==> config.mk <==
export PLATFORM = sky130hd
export DESIGN_NAME = tsc_queue
export DESIGN_NICKNAME = d
export VERILOG_FILES = /design/src/hw/rtl/tsc_pkg.sv /design/src/hw/rtl/tsc_queue.sv
export SDC_FILE = /design/constraint.sdc
export NUM_CORES = 1
export LEC_CHECK = 0
export BUFFER_PORTS_ARGS = -buffer_cell sky130_fd_sc_hd__buf_4
export CORE_UTILIZATION = 41
export CTS_CLUSTER_DIAMETER = 50
export DETAILED_ROUTE_END_ITERATION = 10
export GPL_ROUTABILITY_DRIVEN = 0
export SETUP_SLACK_MARGIN = 0.15
export SKIP_CTS_REPAIR_TIMING = 1
export SLEW_MARGIN = 20
export SYNTH_ARGS = -nofsm -noshare
export SYNTH_HDL_FRONTEND = slang
export SYNTH_SLANG_ARGS = --single-unit
==> constraint.sdc <==
create_clock -name i_clk -period 3.5 [get_ports i_clk]
set_input_delay 0.175 -clock i_clk [delete_from_list [all_inputs] [get_ports i_clk]]
set_output_delay 0.175 -clock i_clk [all_outputs]
set_load 0.01 [all_outputs]
==> src/hw/rtl/tsc_pkg.sv <==
// ----------------------------------------------------------------------------
// tsc_pkg
// Shared types and constants of the tcp segmenter with checksum.
// ----------------------------------------------------------------------------
package tsc_pkg;

    localparam logic [63:0] LCG_MUL = 64'd6364136223846793005;
    localparam logic [63:0] LCG_ADD = 64'd1442695040888963407;
    localparam logic [7:0]  FLAG_ACK = 8'h10;
    localparam logic [7:0]  FLAG_PSH = 8'h08;
    localparam logic [15:0] STEP_MOD = 16'd97;
    localparam logic [31:0] RCP_97 = 32'd708448213;   // floor(2^36 / 97)
    localparam logic [18:0] STEP_BIAS = 19'd48;
    localparam logic [7:0]  HDR_OFFSET = 8'h50;
    localparam logic [31:0] PSEUDO_CONST = 32'd26;   // protocol 6 plus header length 20

    localparam int QUEUE_DEPTH_DEF = 4;
    localparam int ADDR_W = 5;

    localparam logic [2:0] REG_SRC_PORT  = 3'd0;
    localparam logic [2:0] REG_DST_PORT  = 3'd1;
    localparam logic [2:0] REG_SRC_ADDR  = 3'd2;
    localparam logic [2:0] REG_DST_ADDR  = 3'd3;
    localparam logic [2:0] REG_MAX_SEG   = 3'd4;
    localparam logic [2:0] REG_WIN_FLOOR = 3'd5;
    localparam logic [2:0] REG_WIN_CEIL  = 3'd6;
    localparam logic [2:0] REG_INIT_SEQ  = 3'd7;

    localparam logic [15:0] MAX_SEG_RST   = 16'd1400;
    localparam logic [15:0] WIN_FLOOR_RST = 16'd16384;
    localparam logic [15:0] WIN_CEIL_RST  = 16'd65535;

    typedef struct packed {
        logic [31:0] seq;
        logic [31:0] ack;
        logic [15:0] len;
        logic        last;
        logic        gap;
        logic        refresh;
        logic [31:0] psum;
    } t_desc;

endpackage

==> src/hw/rtl/tsc_queue.sv <==
// ----------------------------------------------------------------------------
// tsc_queue
// Small descriptor queue between the segment cutter and the header builder.
// ----------------------------------------------------------------------------
module tsc_queue #(
    parameter int DEPTH = tsc_pkg::QUEUE_DEPTH_DEF
) (
    input  logic             i_clk,
    input  logic             i_rst_n,
    input  logic             i_push,
    input  tsc_pkg::t_desc   i_data,
    output logic             o_full,
    input  logic             i_pop,
    output logic             o_valid,
    output tsc_pkg::t_desc   o_data
);
    import tsc_pkg::*;

    localparam int PW = (DEPTH > 1) ? $clog2(DEPTH) : 1;
    localparam int CW = $clog2(DEPTH + 1);
    localparam logic [PW-1:0] LAST_PTR = PW'(DEPTH - 1);

    t_desc         r_mem [DEPTH];
    logic [PW-1:0] r_wr, r_rd;
    logic [CW-1:0] r_count;

    assign o_full  = (r_count == CW'(DEPTH));
    assign o_valid = (r_count != '0);
    assign o_data  = r_mem[r_rd];

    always_ff @(posedge i_clk) begin
        if (i_push) begin
            r_mem[r_wr] <= i_data;
        end
    end

    always_ff @(posedge i_clk) begin
        if (!i_rst_n) begin
            r_wr    <= '0;
            r_rd    <= '0;
            r_count <= '0;
        end else begin
            if (i_push) begin
                r_wr <= (r_wr == LAST_PTR) ? '0 : r_wr + PW'(1);
            end
            if (i_pop) begin
                r_rd <= (r_rd == LAST_PTR) ? '0 : r_rd + PW'(1);
            end
            if (i_push && !i_pop) begin
                r_count <= r_count + CW'(1);
            end else if (i_pop && !i_push) begin
                r_count <= r_count - CW'(1);
            end
        end
    end

endmodule

==> impl_metrics.ini <==
[status]
status = completed

[yosys]
yosys-top-cells-area = edfxtp_1, mux4_2, dfxtp_1
avgSynthCellArea_um2 = 26.4
synth-seq-cells = 469
synth_seq_area_share = 0.822
synth_area_leader_cell = edfxtp_1
yosysWarnings = 0
syn_inst = 645
synth.distinct_cells = 21
syn_nets = 771
synth_top_area_frac = 0.811
syn_area_um2 = 17000

[global_route]
antenna_found_initial = 3
grt_pass1_vias = 8121
grt_max_degree = 52
grt_usage = 0.161
grt-ovfl-total = 0
grt_pass1_wl_um = 49800

[clocking]
path_clk_slew_ps = 60
cts_buffers = 50
clock_path_buffers = 3
clock_sinks = 469
htreeDepth = 2
clock_latency_ps = 580
ctsRootBufferMaster = clkbuf_16
cts_tree = yes

[critical_path]
crit_fanout = 42
r2r_setup_slack_ps = 1570
crit_required_ps = 3320
reg2reg_from = r_wr[0]
cp_top_family = flip-flops
crit_buf_inv = 2
worstSetupPathType = flop to primary output
arrival_ps = 2490
cpMaxStageDelayCell = dfxtp_4
ff2ff_path_depth = 3
cpMostUsedCell = buf_4
endpoint_kind = primary output
cp-start-kind = flop
cp_cell_sequence = buf_4 -> mux4_2 -> buf_4
cpPeakStageDelay_ps = 830
worst_r2r_endpoint = r_mem[3][64]

[final_layout]
layout-drive-gt1-share = 0.417
fin_cells = 1617
area_growth_pct = 31.5
nets = 1170
utilization = 0.547

[detailed_routing]
totalWireLength_um = 34300
wl_per_cell_um = 21.2
drt_iter0_markers = 458
drc = 0
routed-via-count = 8115
dr.pass1.iters = 4
ant_nets = 0
vias_per_cell = 5.02

[timing]
tightest_slew_ps = 727
rsz0062_at_grt = no
maxSlewHeadroom = 0.516
period_share = 0.762
finClkSkew_ps = 14.2
period_needed_ps = 2670
finalSetupViolCount = 0
setup_tns_ps = 0
finalHoldViolations = 0
timing.fmax_mhz = 375
final-max-slew-violation-count = 0
whs_ps = 333

[worst_hold_path]
hold_class = input pin to flop
hold_end = r_mem[3][10]
hold-path-cell-count = 2
min-delay-start = i_data[10]

[pwr]
p_leak_uw = 0.00763
powerDensity_nw_per_um2 = 583
vdd_ir_drop_max_mv = 0.423

[die]
coreArea_um2 = 40900
die-area_um2 = 42400
initial_core_util = 0.416
die_h_um = 206
pin_count = 236
rows = 74
dieWidth_um = 206

[flow_run]
drv_cap = 0

[placement]
io_buffers = 235
post-place-cells = 1405
dp_hpwl_um = 20500
synth_stat cells (all sizes together):
| cell type | number |
|---|---|
| a21boi | 1 |
| and2 | 5 |
| buf | 20 |
| clkbuf | 6 |
| dfxtp | 9 |
| edfxtp | 460 |
| fa | 1 |
| ha | 6 |
| inv | 4 |
| mux2i | 4 |
| mux4 | 115 |
| nor2 | 1 |
| nor2b | 5 |
| nor3 | 1 |
| nor3b | 1 |
| o21a | 1 |
| o21ai | 1 |
| or3 | 2 |
| xnor2 | 1 |
| xor2 | 1 |
layer usage:
layer	vias up	GRT usage	routed length [um]
li1	3595	-	-
met1	4246	0.222	15300
met5	-	0	13
met2	214	0.245	16100
met3	58	0.0485	2160
met4	2	0.0549	764
area by class of cell:
class / count / area [um^2]
Timing Repair Buffer: 373 / 3200
Inverter: 4 / 15.0
Fill cell: 3165 / 18500
Clock inverter: 31 / 352
Multi-Input combinational cell: 146 / 2860
Clock buffer: 60 / 1290
Antenna cell: 2 / 5.00
Sequential cell: 469 / 14000
Tap cell: 532 / 666
where the power goes:
part | internal [uW] | switching [uW]
Clock | 3100 | 2140
Combinational | 692 | 597
Sequential | 6440 | 86.9
Total | 10200 | 2830
sequential cells by signal (all words and copies together) (netlist names), named ones only:
register  flops
r_rd          2
r_wr          2
r_mem       460
r_count       3
through the flow:
step                power, uW  area, um^2  worst slack, ps
floorplan                7210       17000             1090
global placement         7830       19600             1390
detailed placement       7850       19600             1400
CTS                     13100       21200              753
global route            13500       22400              685
finish                  13100       22400              834
worst reg2reg max path: cells and delay by family, from the launching register on:
family                     cells  cell delay [ps]
adders and majority gates      1              190
and+or+nand+nor                1              590
buffers and inverters          1              380
DFF                            1              400
layout by cell type (no fill, tap or decap), drive strengths merged, types with 2 or more instances in the layout:
| master | n |
|---|---|
| clkinv | 18 |
| bufinv | 6 |
| inv | 10 |
| clkbuf | 60 |
| buf | 254 |
| ha | 6 |
| diode | 2 |
| edfxtp | 460 |
| mux2i | 4 |
| and2 | 5 |
| mux4 | 115 |
| nor2b | 5 |
| dlygate4sd3 | 119 |
| or3 | 2 |
| dfxtp | 9 |
cells by family (layout without fill, tap and decap cells):
kind of cell               count (synthesis)  after routing  share of synthesized area
adders and majority gates                  7              7                    0.00558
muxes                                    119            119                      0.154
other                                      0              2                          0
xor gates and xnor gates                   2              2                    0.00103
and+or+nand+nor                           15             15                    0.00536
AOI/OAI and AO/OA                          3              3                    0.00118
DFF                                      469            469                      0.822
buffers and inverters                     30            468                     0.0107
worst max path at each step:
stage | end | slack, ps | cells after the start
detailed placement | o_data[85] | 1400 | 3
global placement | o_data[12] | 1390 | 3
global route | o_data[51] | 680 | 3
floorplan | r_mem[3][0] | 1090 | 2
CTS | o_data[85] | 750 | 3
finish | o_data[85] | 830 | 3
(Power assumes the default switching activity.)
