**src/hw/rtl/tsc_pkg.sv**
```systemverilog
// ----------------------------------------------------------------------------
// tsc_pkg
// Shared types and constants of the tcp segmenter with checksum.
// ----------------------------------------------------------------------------
package tsc_pkg;

    localparam logic [63:0] LCG_MUL = 64'd6364136223846793005;
    localparam logic [63:0] LCG_ADD = 64'd1442695040888963407;
    localparam logic [7:0]  FLAG_ACK = 8'h10;
    localparam logic [7:0]  FLAG_PSH = 8'h08;
    localparam logic [15:0] STEP_MOD = 16'd97;
    localparam logic [31:0] RCP_97 = 32'd708448213;   // floor(2^36 / 97)
    localparam logic [18:0] STEP_BIAS = 19'd48;
    localparam logic [7:0]  HDR_OFFSET = 8'h50;
    localparam logic [31:0] PSEUDO_CONST = 32'd26;   // protocol 6 plus header length 20

    localparam int QUEUE_DEPTH_DEF = 4;
    localparam int ADDR_W = 5;

    localparam logic [2:0] REG_SRC_PORT  = 3'd0;
    localparam logic [2:0] REG_DST_PORT  = 3'd1;
    localparam logic [2:0] REG_SRC_ADDR  = 3'd2;
    localparam logic [2:0] REG_DST_ADDR  = 3'd3;
    localparam logic [2:0] REG_MAX_SEG   = 3'd4;
    localparam logic [2:0] REG_WIN_FLOOR = 3'd5;
    localparam logic [2:0] REG_WIN_CEIL  = 3'd6;
    localparam logic [2:0] REG_INIT_SEQ  = 3'd7;

    localparam logic [15:0] MAX_SEG_RST   = 16'd1400;
    localparam logic [15:0] WIN_FLOOR_RST = 16'd16384;
    localparam logic [15:0] WIN_CEIL_RST  = 16'd65535;

    typedef struct packed {
        logic [31:0] seq;
        logic [31:0] ack;
        logic [15:0] len;
        logic        last;
        logic        gap;
        logic        refresh;
        logic [31:0] psum;
    } t_desc;

endpackage

```
**src/hw/rtl/tsc_front.sv**
```systemverilog
// ----------------------------------------------------------------------------
// tsc_front
// Takes payload beats, sums byte pairs and cuts segments into descriptors.
// ----------------------------------------------------------------------------
module tsc_front (
    input  logic             i_clk,
    input  logic             i_rst_n,
    input  logic             i_valid,
    output logic             o_ready,
    input  logic [7:0]       i_byte,
    input  logic             i_last,
    input  logic [47:0]      i_now,
    input  logic [31:0]      i_ack,
    input  logic             i_refresh,
    input  logic [15:0]      i_max_seg,
    input  logic             i_seq_load,
    input  logic [31:0]      i_seq_value,
    input  logic             i_q_full,
    output logic             o_push,
    output tsc_pkg::t_desc   o_desc
);
    import tsc_pkg::*;

    logic        r_in_rec;
    logic [31:0] r_next_seq;
    logic [47:0] r_last_time;
    logic [47:0] r_rec_time;
    logic [31:0] r_rec_ack;
    logic        r_refresh;
    logic        r_gap;
    logic [31:0] r_offset;
    logic [15:0] r_cnt;
    logic [31:0] r_psum;
    logic [8:0]  r_odd;

    logic        accept, start, emit;
    logic [47:0] rec_time;
    logic [31:0] rec_ack;
    logic        refr, gap;
    logic [31:0] off_b, n_offset;
    logic [15:0] cnt_b, n_cnt, limit;
    logic [31:0] psum_b, n_psum;
    logic [8:0]  odd_b, n_odd;

    assign o_ready = !i_q_full;
    assign accept  = i_valid && o_ready;
    assign start   = !r_in_rec;

    always_comb begin
        rec_time = start ? i_now : r_rec_time;
        rec_ack  = start ? i_ack : r_rec_ack;
        refr     = start ? i_refresh : r_refresh;
        gap      = start ? ({1'b0, i_now} >= ({1'b0, r_last_time} + 49'd5)) : r_gap;
        off_b    = start ? 32'd0 : r_offset;
        cnt_b    = start ? 16'd0 : r_cnt;
        psum_b   = start ? 32'd0 : r_psum;
        odd_b    = start ? 9'd0 : r_odd;
        if (odd_b[8]) begin
            n_psum = psum_b + {16'd0, odd_b[7:0], i_byte};
            n_odd  = 9'd0;
        end else begin
            n_psum = psum_b;
            n_odd  = {1'b1, i_byte};
        end
        n_cnt    = cnt_b + 16'd1;
        n_offset = off_b + 32'd1;
        limit    = (i_max_seg == 16'd0) ? 16'd1 : i_max_seg;
        emit     = (n_cnt >= limit) || i_last;

        o_desc.seq     = r_next_seq + n_offset - {16'd0, n_cnt};
        o_desc.ack     = rec_ack;
        o_desc.len     = n_cnt;
        o_desc.last    = i_last;
        o_desc.gap     = gap;
        o_desc.refresh = refr;
        o_desc.psum    = n_psum + (n_odd[8] ? {16'd0, n_odd[7:0], 8'd0} : 32'd0);
    end

    assign o_push = accept && emit;

    always_ff @(posedge i_clk) begin
        if (!i_rst_n) begin
            r_in_rec    <= 1'b0;
            r_next_seq  <= 32'd0;
            r_last_time <= 48'd0;
            r_refresh   <= 1'b0;
            r_gap       <= 1'b0;
            r_offset    <= 32'd0;
            r_cnt       <= 16'd0;
            r_psum      <= 32'd0;
            r_odd       <= 9'd0;
        end else begin
            if (i_seq_load) begin
                r_next_seq <= i_seq_value;
            end
            if (accept) begin
                r_rec_time <= rec_time;
                r_rec_ack  <= rec_ack;
                r_gap      <= gap;
                if (emit) begin
                    r_cnt     <= 16'd0;
                    r_psum    <= 32'd0;
                    r_odd     <= 9'd0;
                    r_refresh <= 1'b0;
                end else begin
                    r_cnt     <= n_cnt;
                    r_psum    <= n_psum;
                    r_odd     <= n_odd;
                    r_refresh <= refr;
                end
                if (i_last) begin
                    r_next_seq  <= r_next_seq + n_offset;
                    r_last_time <= rec_time;
                    r_offset    <= 32'd0;
                    r_in_rec    <= 1'b0;
                end else begin
                    r_offset <= n_offset;
                    r_in_rec <= 1'b1;
                end
            end
        end
    end

endmodule

```
**config.mk**
```make
export PLATFORM = sky130hd
export DESIGN_NAME = tsc_front
export DESIGN_NICKNAME = d
export VERILOG_FILES = /design/src/hw/rtl/tsc_pkg.sv /design/src/hw/rtl/tsc_front.sv
export SDC_FILE = /design/constraint.sdc
export NUM_CORES = 1
export LEC_CHECK = 0
export BUFFER_PORTS_ARGS = -buffer_cell sky130_fd_sc_hd__buf_2
export CAP_MARGIN = 40
export CELL_PAD_IN_SITES_DETAIL_PLACEMENT = 0
export CELL_PAD_IN_SITES_GLOBAL_PLACEMENT = 1
export CORE_UTILIZATION = 40
export DETAILED_ROUTE_END_ITERATION = 7
export PLACE_DENSITY = 0.87
export SLEW_MARGIN = 40
export SYNTH_ARGS = -nofsm -noshare
export SYNTH_HDL_FRONTEND = slang
export SYNTH_SLANG_ARGS = --single-unit
```
**constraint.sdc**
```tcl
create_clock -name i_clk -period 8.16 [get_ports i_clk]
set_input_delay 0 -clock i_clk [delete_from_list [all_inputs] [get_ports i_clk]]
set_output_delay 0 -clock i_clk [all_outputs]
set_load 0.005 [all_outputs]
```
==> metrics.md <==
| Metric | Value |
|---|---|
| Outcome | completed |
| Worst path arrival time | 6.58 ns |
| GRT Total Usage | 22.2% |
| MaxCap Viol Count | 0 |
| Wire length per cell | 17.1 µm |
| CTS tree | yes |
| Fmax | 152 MHz |
| Total power | 3.44 mW |
| Final Hold Vio Count | 0 |
| Synth area leaders | dfxtp_1, edfxtp_1, ha_1 |
| First-pass GRT wire length | 86600 µm |
| Initial antenna violation count | 0 |
| Leak | 9.22 nW |
| # DRC | 0 |
| Hold Crit Start | i_rst_n |
| Critical path startpoint | r_in_rec |
| DRT Pass-1 Iters | 6 |
| Max H-tree Level | 1 |
| Syn Nets | 2472 |
| Clock Tree Root | clkbuf_16 |
| Initial Utilization | 40.7% |
| Syn_area_per_cell | 8.47 µm² |
| Cts bufs inserted | 31 |
| Crit Path Category | reg -> out |
| Synth unique cells | 88 |
| Synth top area share | 18.6% |
| CORE AREA | 45600 µm² |
| Area of the multi-input gates | 12000 µm² |
| Clk_skew | 0.0193 ns |
| Reg-to-reg startpoint | r_in_rec |
| Reg clk slew, reported paths | 0.06 ns |
| Vias in the first global route | 16700 |
| Critical path launch point type | flip-flop |
| Max stage delay on crit path | 0.64 ns |
| Tightest Hold Check Type | in -> reg |
| Number of placed I/O pins | 260 |
| Routed WL | 53600 µm |
| Critical Path RT | 8.16 ns |
| Global route overflow | 0 |
| Routed vias/inst | 5.51 |
| Worst hold-check slack | 0.0308 ns |
| Worst-path cell chain | nand2_1, inv_1, ha_1, and3_1, nand3_1, nor2_1, and4_1, and3_1, nand2_1, or3_1, a21oi_1, ha_1, nand2_1, nor4_1, nand2_1, a21oi_1, o21a_1, nor2_1, a211oi_2, or4b_1, or4_4, xnor2_1, buf_2 |
| Initial DRC Count | 1154 |
| Post-CTS setup buffer count | 0 |
| Post-synthesis sequential area ratio | 31.5% |
| DP Cell Count | 2949 |
| Die span in y | 217 µm |
| Die area | 47200 µm² |
| Nets@finish | 2793 |
| Reg2Reg Depth | 17 |
| Synth Flop Type | dfxtp_1 |
| Min Clock Period, post-route | 6.58 ns |
| #FFs+latches synth | 252 |
| Largest net degree at the start of global routing | 85 |
| Die Wd | 217 µm |
| Commonest non-fill, non-tap cells in the layout | nand2_1, buf_2, dfxtp_1 |
| Pwr per Cell Area | 152 nW/µm² |
| CTS-repair resized insts | 0 |
| Worst path slowest cell | dfxtp_4 |
| Top delay family on crit path | simple AND/OR/NAND/NOR gates |
| Site Rows | 78 |
| Crit. path cell count | 23 |
| Main combinational cell family by area after synthesis | simple AND/OR/NAND/NOR gates |
| Post-synth EDFFs | 80 |
| Worst-margin pin slew | 0.839 ns |
| Final GP Congestion | 0.927 |
| Post-Syn Instances | 2188 |
| Synth Area in Compound Gates | 17.9% |
| Crit path buf inv count | 2 |
| Post-synthesis xor/xnor area fraction | 8.64% |
| Crit. End Element | output port |
| YS warnings | 0 |
| Relative slew margins | 44.0% |
| Via count | 17300 |
| Share of layout cells above drive strength 1 | 17.6% |
| Cell Area, Synth | 18500 µm² |
| Setup_tns | 0 ns |
| Synth async-reset ratio | 0% |
| Fin crit share | 80.6% |
| Critical Path Fanout Max | 44 |
| Clock Tree Buf Depth | 3 |
| Clk sink count | 252 |
| Post-DP HPWL | 37300 µm |
| Final setup vio count | 0 |
| VDD IR max | 170 µV |
| Fillers | 4300 |
| Final Non-Filler Cells | 3134 |
| Area growth from synthesis to layout | 22.1% |
| RSZ-0062 raised after global routing | false |
| # port buffers | 259 |
| Max-slew violations | 0 |
| Routed Antenna Nets | 0 |
| Flip-flop and latch area | 5850 µm² |
| # diodes | 0 |
| Post-synthesis simple-gate area fraction | 21.1% |
| Commonest non-fill, non-tap cell in the layout | nand2_1 |
| Synth area leader | dfxtp_1 |
| Post-Synth Adder-Cell Area | 9.79% |
| Final core occ | 49.7% |
| Hold path depth | 3 |
| Worst path most repeated cell | nand2_1 |
| Clk_lat worst skew | 0.59 ns |
| Mux share of post-synthesis cell area | 7.18% |
## worst paths after layout
check        slack (ns)             end
min                0.03  r_next_seq[31]
min reg2reg        0.45        r_odd[0]
max reg2reg        2.06        r_odd[2]
max                1.58     o_desc[114]
## sequential cells by signal, indices dropped and copies added (netlist names), 9 cells and up
register,cells
r_last_time,48
r_odd,9
r_psum,32
r_offset,32
r_rec_ack,32
r_rec_time,48
r_cnt,16
r_next_seq,32
## power by group
| group | total [mW] | internal, mW | switching, mW |
|---|---|---|---|
| sequential | 1.36 | 1.34 | 0.0284 |
| combinational | 0.611 | 0.282 | 0.328 |
| clock | 1.46 | 0.879 | 0.584 |
## cell usage after synthesis (67+ instances only)
| cell type | count |
|---|---|
| dfxtp_1 | 172 |
| nor2_1 | 166 |
| xor2_1 | 84 |
| nand2_1 | 299 |
| inv_1 | 67 |
| ha_1 | 137 |
| edfxtp_1 | 80 |
| nand3_1 | 117 |
| xnor2_1 | 99 |
| mux2_2 | 82 |
| clkbuf_1 | 76 |
| a21oi_1 | 138 |
## through the flow
stage | setup WS [ns] | cell area [µm²]
global route | 1.09 | 22600
detailed placement | 2.26 | 20300
global placement | 2.48 | 20300
finish | 1.58 | 22600
floorplan | 1.57 | 18500
CTS | 1.58 | 22600
## final cells by class
type | count | area share, %
Multi-Input combinational cell | 1757 | 53.1
Timing Repair Buffer | 400 | 11.9
Clock buffer | 39 | 3.65
Inverter | 67 | 1.12
Clock inverter | 19 | 1.12
Sequential cell | 252 | 25.8
Tap cell | 600 | 3.32
## tightest hold or removal path, delay by kind of cell
family | cells | cell delay (ns)
compound gates | 1 | 0.19
buf+inv | 2 | 0.36
## kinds of logic after synthesis
group,count (synthesis)
compound gates,487
xor+xnor,183
fa+ha+maj,143
buf+inv,179
flops,252
mux,122
simple gates,822
## timing repair
action,in CTS,in global routing
endpoints found under the hold margin,193,0
endpoints found under the setup margin,0,0
hold buffers,127,0
## metal layers
metal | track usage (%) | part of all wire (%)
met5 | 0 | 0
met4 | 6.71 | 2.5
met3 | 2.14 | 4.8
met2 | 37.2 | 47
met1 | 30.1 | 46
Power figures use the tool's default switching activity.
