File: src/hw/rtl/tsc_pkg.sv
// ----------------------------------------------------------------------------
// tsc_pkg
// Shared types and constants of the tcp segmenter with checksum.
// ----------------------------------------------------------------------------
package tsc_pkg;

    localparam logic [63:0] LCG_MUL = 64'd6364136223846793005;
    localparam logic [63:0] LCG_ADD = 64'd1442695040888963407;
    localparam logic [7:0]  FLAG_ACK = 8'h10;
    localparam logic [7:0]  FLAG_PSH = 8'h08;
    localparam logic [15:0] STEP_MOD = 16'd97;
    localparam logic [31:0] RCP_97 = 32'd708448213;   // floor(2^36 / 97)
    localparam logic [18:0] STEP_BIAS = 19'd48;
    localparam logic [7:0]  HDR_OFFSET = 8'h50;
    localparam logic [31:0] PSEUDO_CONST = 32'd26;   // protocol 6 plus header length 20

    localparam int QUEUE_DEPTH_DEF = 4;
    localparam int ADDR_W = 5;

    localparam logic [2:0] REG_SRC_PORT  = 3'd0;
    localparam logic [2:0] REG_DST_PORT  = 3'd1;
    localparam logic [2:0] REG_SRC_ADDR  = 3'd2;
    localparam logic [2:0] REG_DST_ADDR  = 3'd3;
    localparam logic [2:0] REG_MAX_SEG   = 3'd4;
    localparam logic [2:0] REG_WIN_FLOOR = 3'd5;
    localparam logic [2:0] REG_WIN_CEIL  = 3'd6;
    localparam logic [2:0] REG_INIT_SEQ  = 3'd7;

    localparam logic [15:0] MAX_SEG_RST   = 16'd1400;
    localparam logic [15:0] WIN_FLOOR_RST = 16'd16384;
    localparam logic [15:0] WIN_CEIL_RST  = 16'd65535;

    typedef struct packed {
        logic [31:0] seq;
        logic [31:0] ack;
        logic [15:0] len;
        logic        last;
        logic        gap;
        logic        refresh;
        logic [31:0] psum;
    } t_desc;

endpackage

File: src/hw/rtl/tsc_back.sv
// ----------------------------------------------------------------------------
// tsc_back
// Builds one header per descriptor: flags, window walk and checksum.
// ----------------------------------------------------------------------------
module tsc_back (
    input  logic             i_clk,
    input  logic             i_rst_n,
    input  logic             i_q_valid,
    input  tsc_pkg::t_desc   i_q_data,
    output logic             o_pop,
    input  logic [15:0]      i_src_port,
    input  logic [15:0]      i_dst_port,
    input  logic [31:0]      i_src_addr,
    input  logic [31:0]      i_dst_addr,
    input  logic [15:0]      i_win_floor,
    input  logic [15:0]      i_win_ceil,
    input  logic [31:0]      i_init_seq,
    output logic             o_valid,
    input  logic             i_ready,
    output logic [31:0]      o_seq,
    output logic [31:0]      o_ack,
    output logic [7:0]       o_flags,
    output logic [15:0]      o_window,
    output logic [15:0]      o_checksum,
    output logic [15:0]      o_len,
    output logic             o_last
);
    import tsc_pkg::*;

    typedef enum logic [3:0] {
        S_IDLE, S_CSUM, S_MUL, S_DIV, S_RCP, S_RED, S_FIX, S_WIN, S_OUT
    } t_state;

    t_state      r_state;
    t_desc       r_d;
    logic [7:0]  r_flags;
    logic [2:0]  r_pc;
    logic [15:0] r_win;
    logic [63:0] r_gen;
    logic        r_seeding, r_step_pending;
    logic [31:0] r_part;
    logic [1:0]  r_mi;
    logic [63:0] r_mul_a, r_acc, r_prod;
    logic [30:0] r_dvd;
    logic [15:0] r_rem, r_divisor;
    logic [4:0]  r_div_cnt;

    logic [31:0] mul_x, mul_y;
    logic [63:0] prod, acc_add, gen_new;
    logic [16:0] rem_sh;
    logic [31:0] red_q, red_r;
    logic [2:0]  pc_inc;
    logic [31:0] part, sum_all, fold1, fold2;
    logic signed [18:0] v0, v1, v2;
    logic        span_ok;

    assign o_pop   = (r_state == S_IDLE) && i_q_valid;
    assign span_ok = i_win_ceil > i_win_floor;

    always_comb begin
        if (r_state == S_RCP) begin
            // reciprocal of 97 for the step remainder
            mul_x = {1'b0, r_dvd};
            mul_y = RCP_97;
        end else begin
            unique case (r_mi)
                2'd0:    begin mul_x = r_mul_a[31:0];  mul_y = LCG_MUL[31:0];  end
                2'd1:    begin mul_x = r_mul_a[31:0];  mul_y = LCG_MUL[63:32]; end
                default: begin mul_x = r_mul_a[63:32]; mul_y = LCG_MUL[31:0];  end
            endcase
        end
        prod    = {32'd0, mul_x} * {32'd0, mul_y};
        acc_add = (r_mi == 2'd1) ? r_prod : {r_prod[31:0], 32'd0};
        gen_new = r_acc + acc_add;

        rem_sh = {r_rem, r_dvd[30]};

        // quotient estimate is exact or one low
        red_q = {4'd0, r_prod[63:36]};
        red_r = {1'b0, r_dvd} - red_q * {16'd0, STEP_MOD};

        pc_inc = r_pc + 3'd1;

        part = r_d.psum
             + {16'd0, i_src_addr[31:16]} + {16'd0, i_src_addr[15:0]}
             + {16'd0, i_dst_addr[31:16]} + {16'd0, i_dst_addr[15:0]}
             + PSEUDO_CONST + {16'd0, r_d.len}
             + {16'd0, i_src_port} + {16'd0, i_dst_port}
             + {16'd0, r_d.seq[31:16]} + {16'd0, r_d.seq[15:0]}
             + {16'd0, r_d.ack[31:16]} + {16'd0, r_d.ack[15:0]};

        sum_all = r_part + {16'd0, HDR_OFFSET, r_flags} + {16'd0, r_win};
        fold1   = {16'd0, sum_all[15:0]} + {16'd0, sum_all[31:16]};
        fold2   = {16'd0, fold1[15:0]} + {16'd0, fold1[31:16]};

        // reflect at ceiling, then at floor
        v0 = $signed({3'd0, r_win}) + $signed({3'd0, r_rem}) - $signed(STEP_BIAS);
        v1 = (v0 > $signed({3'd0, i_win_ceil})) ? $signed({2'd0, i_win_ceil, 1'b0}) - v0 : v0;
        v2 = (v1 < $signed({3'd0, i_win_floor})) ? $signed({2'd0, i_win_floor, 1'b0}) - v1 : v1;
    end

    always_ff @(posedge i_clk) begin
        if (!i_rst_n) begin
            r_state        <= S_IDLE;
            r_pc           <= 3'd0;
            r_win          <= 16'd0;
            r_gen          <= 64'd0;
            r_seeding      <= 1'b0;
            r_step_pending <= 1'b0;
            r_mi           <= 2'd0;
            r_div_cnt      <= 5'd0;
            o_valid        <= 1'b0;
        end else begin
            if (o_valid && i_ready && (r_state != S_OUT)) begin
                o_valid <= 1'b0;
            end
            unique case (r_state)
                S_IDLE: begin
                    if (i_q_valid) begin
                        r_d     <= i_q_data;
                        r_state <= S_CSUM;
                    end
                end
                S_CSUM: begin
                    r_part <= part;
                    if (r_d.gap || pc_inc >= 3'd6) begin
                        r_pc    <= 3'd0;
                        r_flags <= FLAG_PSH | FLAG_ACK;
                    end else begin
                        r_pc    <= pc_inc;
                        r_flags <= FLAG_ACK;
                    end
                    r_acc <= LCG_ADD;
                    r_mi  <= 2'd0;
                    if (r_win == 16'd0) begin
                        r_mul_a        <= {32'd0, i_init_seq ^ {16'd0, i_dst_port}};
                        r_seeding      <= 1'b1;
                        r_step_pending <= r_d.refresh;
                        r_state        <= S_MUL;
                    end else if (r_d.refresh) begin
                        r_mul_a        <= r_gen;
                        r_seeding      <= 1'b0;
                        r_step_pending <= 1'b0;
                        r_state        <= S_MUL;
                    end else begin
                        r_state <= S_OUT;
                    end
                end
                S_MUL: begin
                    r_prod <= prod;
                    if (r_mi != 2'd0) begin
                        r_acc <= gen_new;
                    end
                    if (r_mi == 2'd3) begin
                        r_gen     <= gen_new;
                        r_rem     <= 16'd0;
                        r_div_cnt <= 5'd0;
                        if (r_seeding) begin
                            r_dvd     <= gen_new[63:33];
                            r_divisor <= span_ok ? (i_win_ceil - i_win_floor) : 16'd1;
                            r_state   <= S_DIV;
                        end else begin
                            r_dvd   <= {2'd0, gen_new[63:35]};
                            r_state <= S_RCP;
                        end
                    end else begin
                        r_mi <= r_mi + 2'd1;
                    end
                end
                S_DIV: begin
                    // restoring division, one quotient bit a cycle
                    if (rem_sh >= {1'b0, r_divisor}) begin
                        r_rem <= 16'(rem_sh - {1'b0, r_divisor});
                    end else begin
                        r_rem <= rem_sh[15:0];
                    end
                    r_dvd     <= {r_dvd[29:0], 1'b0};
                    r_div_cnt <= r_div_cnt + 5'd1;
                    if (r_div_cnt == 5'd30) begin
                        r_state <= S_WIN;
                    end
                end
                S_RCP: begin
                    r_prod  <= prod;
                    r_state <= S_RED;
                end
                S_RED: begin
                    r_rem   <= red_r[15:0];
                    r_state <= S_FIX;
                end
                S_FIX: begin
                    if (r_rem >= STEP_MOD) begin
                        r_rem <= r_rem - STEP_MOD;
                    end
                    r_state <= S_WIN;
                end
                S_WIN: begin
                    if (r_seeding) begin
                        r_win <= span_ok ? (i_win_floor + r_rem) : i_win_floor;
                        if (r_step_pending) begin
                            r_mul_a        <= r_gen;
                            r_seeding      <= 1'b0;
                            r_step_pending <= 1'b0;
                            r_acc          <= LCG_ADD;
                            r_mi           <= 2'd0;
                            r_state        <= S_MUL;
                        end else begin
                            r_state <= S_OUT;
                        end
                    end else begin
                        r_win   <= v2[15:0];
                        r_state <= S_OUT;
                    end
                end
                S_OUT: begin
                    if (!o_valid || i_ready) begin
                        o_valid    <= 1'b1;
                        o_seq      <= r_d.seq;
                        o_ack      <= r_d.ack;
                        o_flags    <= r_flags;
                        o_window   <= r_win;
                        o_checksum <= ~fold2[15:0];
                        o_len      <= r_d.len;
                        o_last     <= r_d.last;
                        r_state    <= S_IDLE;
                    end
                end
                default: r_state <= S_IDLE;
            endcase
        end
    end

endmodule

File: config.mk
export PLATFORM = sky130hd
export DESIGN_NAME = tsc_back
export DESIGN_NICKNAME = d
export VERILOG_FILES = /design/src/hw/rtl/tsc_pkg.sv /design/src/hw/rtl/tsc_back.sv
export SDC_FILE = /design/constraint.sdc
export NUM_CORES = 2
export LEC_CHECK = 0
export BUFFER_PORTS_ARGS = -buffer_cell sky130_fd_sc_hd__buf_2
export CAP_MARGIN = 0
export CELL_PAD_IN_SITES_DETAIL_PLACEMENT = 1
export CELL_PAD_IN_SITES_GLOBAL_PLACEMENT = 1
export CORE_ASPECT_RATIO = 2
export CORE_MARGIN = 2
export CORE_UTILIZATION = 35
export CTS_CLUSTER_SIZE = 20
export DETAILED_ROUTE_END_ITERATION = 10
export GPL_TIMING_DRIVEN = 1
export PLACE_DENSITY_LB_ADDON = 0.1
export SLEW_MARGIN = 15
export SYNTH_ARGS = -nofsm -noshare
export SYNTH_HDL_FRONTEND = slang
export SYNTH_SLANG_ARGS = --single-unit
File: constraint.sdc
create_clock -name i_clk -period 8.9 [get_ports i_clk]
set_input_delay 0.445 -clock i_clk [delete_from_list [all_inputs] [get_ports i_clk]]
set_output_delay 0.445 -clock i_clk [all_outputs]
set_load 0.01 [all_outputs]
==> results by group <==
Cells and area
  • Nets: around 9.7k
  • Proportion of layout cells with a drive suffix above 1: around 18%
  • Post-Layout Inst Area: 82500 um2
  • Layout area overhead: 20.06%
  • Fin util: a little over two fifths

CTS
  • Clock-pin slew on the worst setup and hold paths: roughly 0.070 ns
  • Num CTS Buffers: between 60 and 70
  • Htree depth: 3
  • Clock Path Buffers: 3
  • Sink Count: about 610
  • Clock Latency Late Sink: about 0.70 ns
  • Clk root buf: clkbuf_16
  • CTS tree: done

Global routing
  • Initial antenna violation count: 17
  • Vias in the first global route: 59.55k
  • Largest net degree at the start of global routing: 88
  • First-pass GRT wire length: 404800 um
  • GRT Util Overall: between 20% and 30%
  • Grt ovf: 0

Synth
  • Sequential area share after synthesis: 25.42%
  • Most frequent cell after synthesis: inv_1
  • Netlist cell types: 94
  • Synth top cells by count: 1384 x inv_1, 883 x fa_1, 771 x ha_1
  • Synth area leaders: fa_1 26%, edfxtp_1 23%, ha_1 14%, inv_1 7.6%, xnor2_1 3.0%
  • Area fraction of the dominant cell type after synthesis: between 20% and 30%
  • Syn Inst Count: just under 7k
  • Most common flop cell mapped by yosys: edfxtp_1
  • EDFF count, synth: about 520
  • Flops & latches, synth: ~600
  • Synth area leader: fa_1
  • Syn_area_per_cell: a little over 10 um2
  • Yosys Warn Count: 0
  • Post-synth ARST share: 0%
  • Mapped Area: ~70000 um2

Timing
  • Fmax: 0.1131 GHz
  • Final setup fails: 0
  • Setup TNS: 0 ns
  • Fin Clk Skew: between 0.07 and 0.08 ns
  • Max-slew violation count: 0
  • Final hold violations: 0
  • Minimum hold slack: around 0.066 ns
  • Part of the cycle the worst path needs: just under 100%
  • RSZ-0062 raised after global routing: yes
  • Slew headroom: a little under a quarter
  • Slew at the pin with the worst max-slew slack: 1.147 ns
  • Tmin final: between 8 and 9 ns

Detailed routing
  • Number of remaining DRC errors: 0
  • Iter 0 DRT Violations: about 2.9k
  • DR WL/cell: 26.54 um
  • DR vias/cell: ~5.1
  • Final ANT Viol Nets: 0
  • Routed via count: 53.24k
  • Total wire length: 276100 um
  • DR pass1 iterations: 5

Setup path
  • CP required: ~9.3 ns
  • WP data arrival: between 9 and 10 ns
  • Critical path's slowest cell: fa_1
  • Worst path max stage delay: between 0.5 and 0.6 ns
  • Critical path type: reg -> reg
  • Crit end category: register
  • CP startpoint kind: register
  • Worst path most repeated cell: fa_1
  • R2R Setup Slk: 0.06 ns
  • Max FO, Critical Path: 5

Floorplanning
  • CORE AREA: 195700 um2
  • Site Rows: between 200 and 250
  • Initial Util: 35.12%
  • Chip Height: 630.6 um
  • DIE WIDTH: ~320 um
  • Die Area: approximately 200000 um2
  • I/O pin count: ~400

Run
  • Maxcap violations: 0

Hold path
  • Hold Path Class: in -> reg

Status
  • Outcome: complete, no violations

Placed design
  • Cell Area, Placed: slightly below 80000 um2
  • Post-DP HPWL: about 240000 um
  • Port buffer count: just under 400
  • RePlAce Congestion: roughly 0.95
-- worst max-delay path: cells and delay by family, from the launching register on --
family                     cells  cell delay [ns]
DFF                            1             0.32
xor gates and xnor gates       2             0.30
buffers and inverters          8             0.98
AOI/OAI and AO/OA             10             1.93
adders and majority gates     10             4.35
muxes                          1             0.23
and+or+nand+nor                3             0.49
-- registers in the layout, summed over array words and instances (netlist names), 31 cells and up --
name     cells
o_ack       32
o_seq       32
r_acc       64
r_d        115
r_dvd       31
r_gen       64
r_mul_a     64
r_part      32
r_prod      64
-- timing repair --
item,4_1_cts,5_1_grt
gates cloned,1,0
hold buffers,115,0
resized for setup,57,186
buffers inserted,7,21
pin swaps,11,84
setup endpoints to repair,20,28
hold endpoints to repair,115,0
-- path summary, 6_finish.rpt --
kind                  start          end  cells past startpoint
max reg2reg         r_mi[0]   r_prod[62]                     34
min reg2reg         r_d[34]       o_last                      0
max                 r_mi[0]   r_prod[62]                     34
min          i_init_seq[16]  r_mul_a[16]                      2
-- area by class of cell --
class,instances,area [um2]
Inverter,1392,5230
Fill cell,22010,113200
Clock buffer,88,1943
Clock inverter,40,581.8
Timing Repair Buffer,1085,7849
Tap cell,2552,3193
Multi-Input combinational cell,4622,46210
Sequential cell,614,17470
Antenna cell,8,20.02
-- metrics by stage --
step	setup slack, ns	cells
2_1_floorplan	0.006517	6826
5_1_grt	-0.1937	10400
3_3_place_gp	-0.2562	10120
6_report	0.05960	10400
4_1_cts	-0.01675	10380
3_5_place_dp	-0.3082	10120
-- logic make-up after synthesis --
group                      synth area share (%)
DFF                                       25.42
AOI/OAI and AO/OA                         10.06
and+or+nand+nor                           9.922
muxes                                     1.604
buffers and inverters                     8.773
adders and majority gates                 39.78
other                                   0.01093
xor gates and xnor gates                  4.436
-- cell usage in the layout (no fill, tap or decap), drive strengths merged, types with 42 or more instances in the layout --
master / count
a21o: 145
a21oi: 284
and2: 115
and3: 56
buf: 970
clkbuf: 88
dfxtp: 97
dlygate4sd3: 115
edfxtp: 517
fa: 883
ha: 771
inv: 1396
mux2: 57
mux2i: 46
nand2: 497
nand2b: 49
nand3: 124
nor2: 311
nor2b: 90
nor3: 81
o21ai: 235
o21bai: 42
xnor2: 232
xor2: 116
-- per-layer routing --
metal	vias to the layer above	GRT usage, %	part of all wire [%]
met5	-	0	0.028
met4	12	9.489	4.2
met3	364	2.565	3.6
met2	1194	47.67	49
met1	27450	36.28	43
li1	24220	-	-
Power is left out: the tool's default activity adds up to more than one toggle a clock period on the data nets, which glitch-free logic cannot reach.
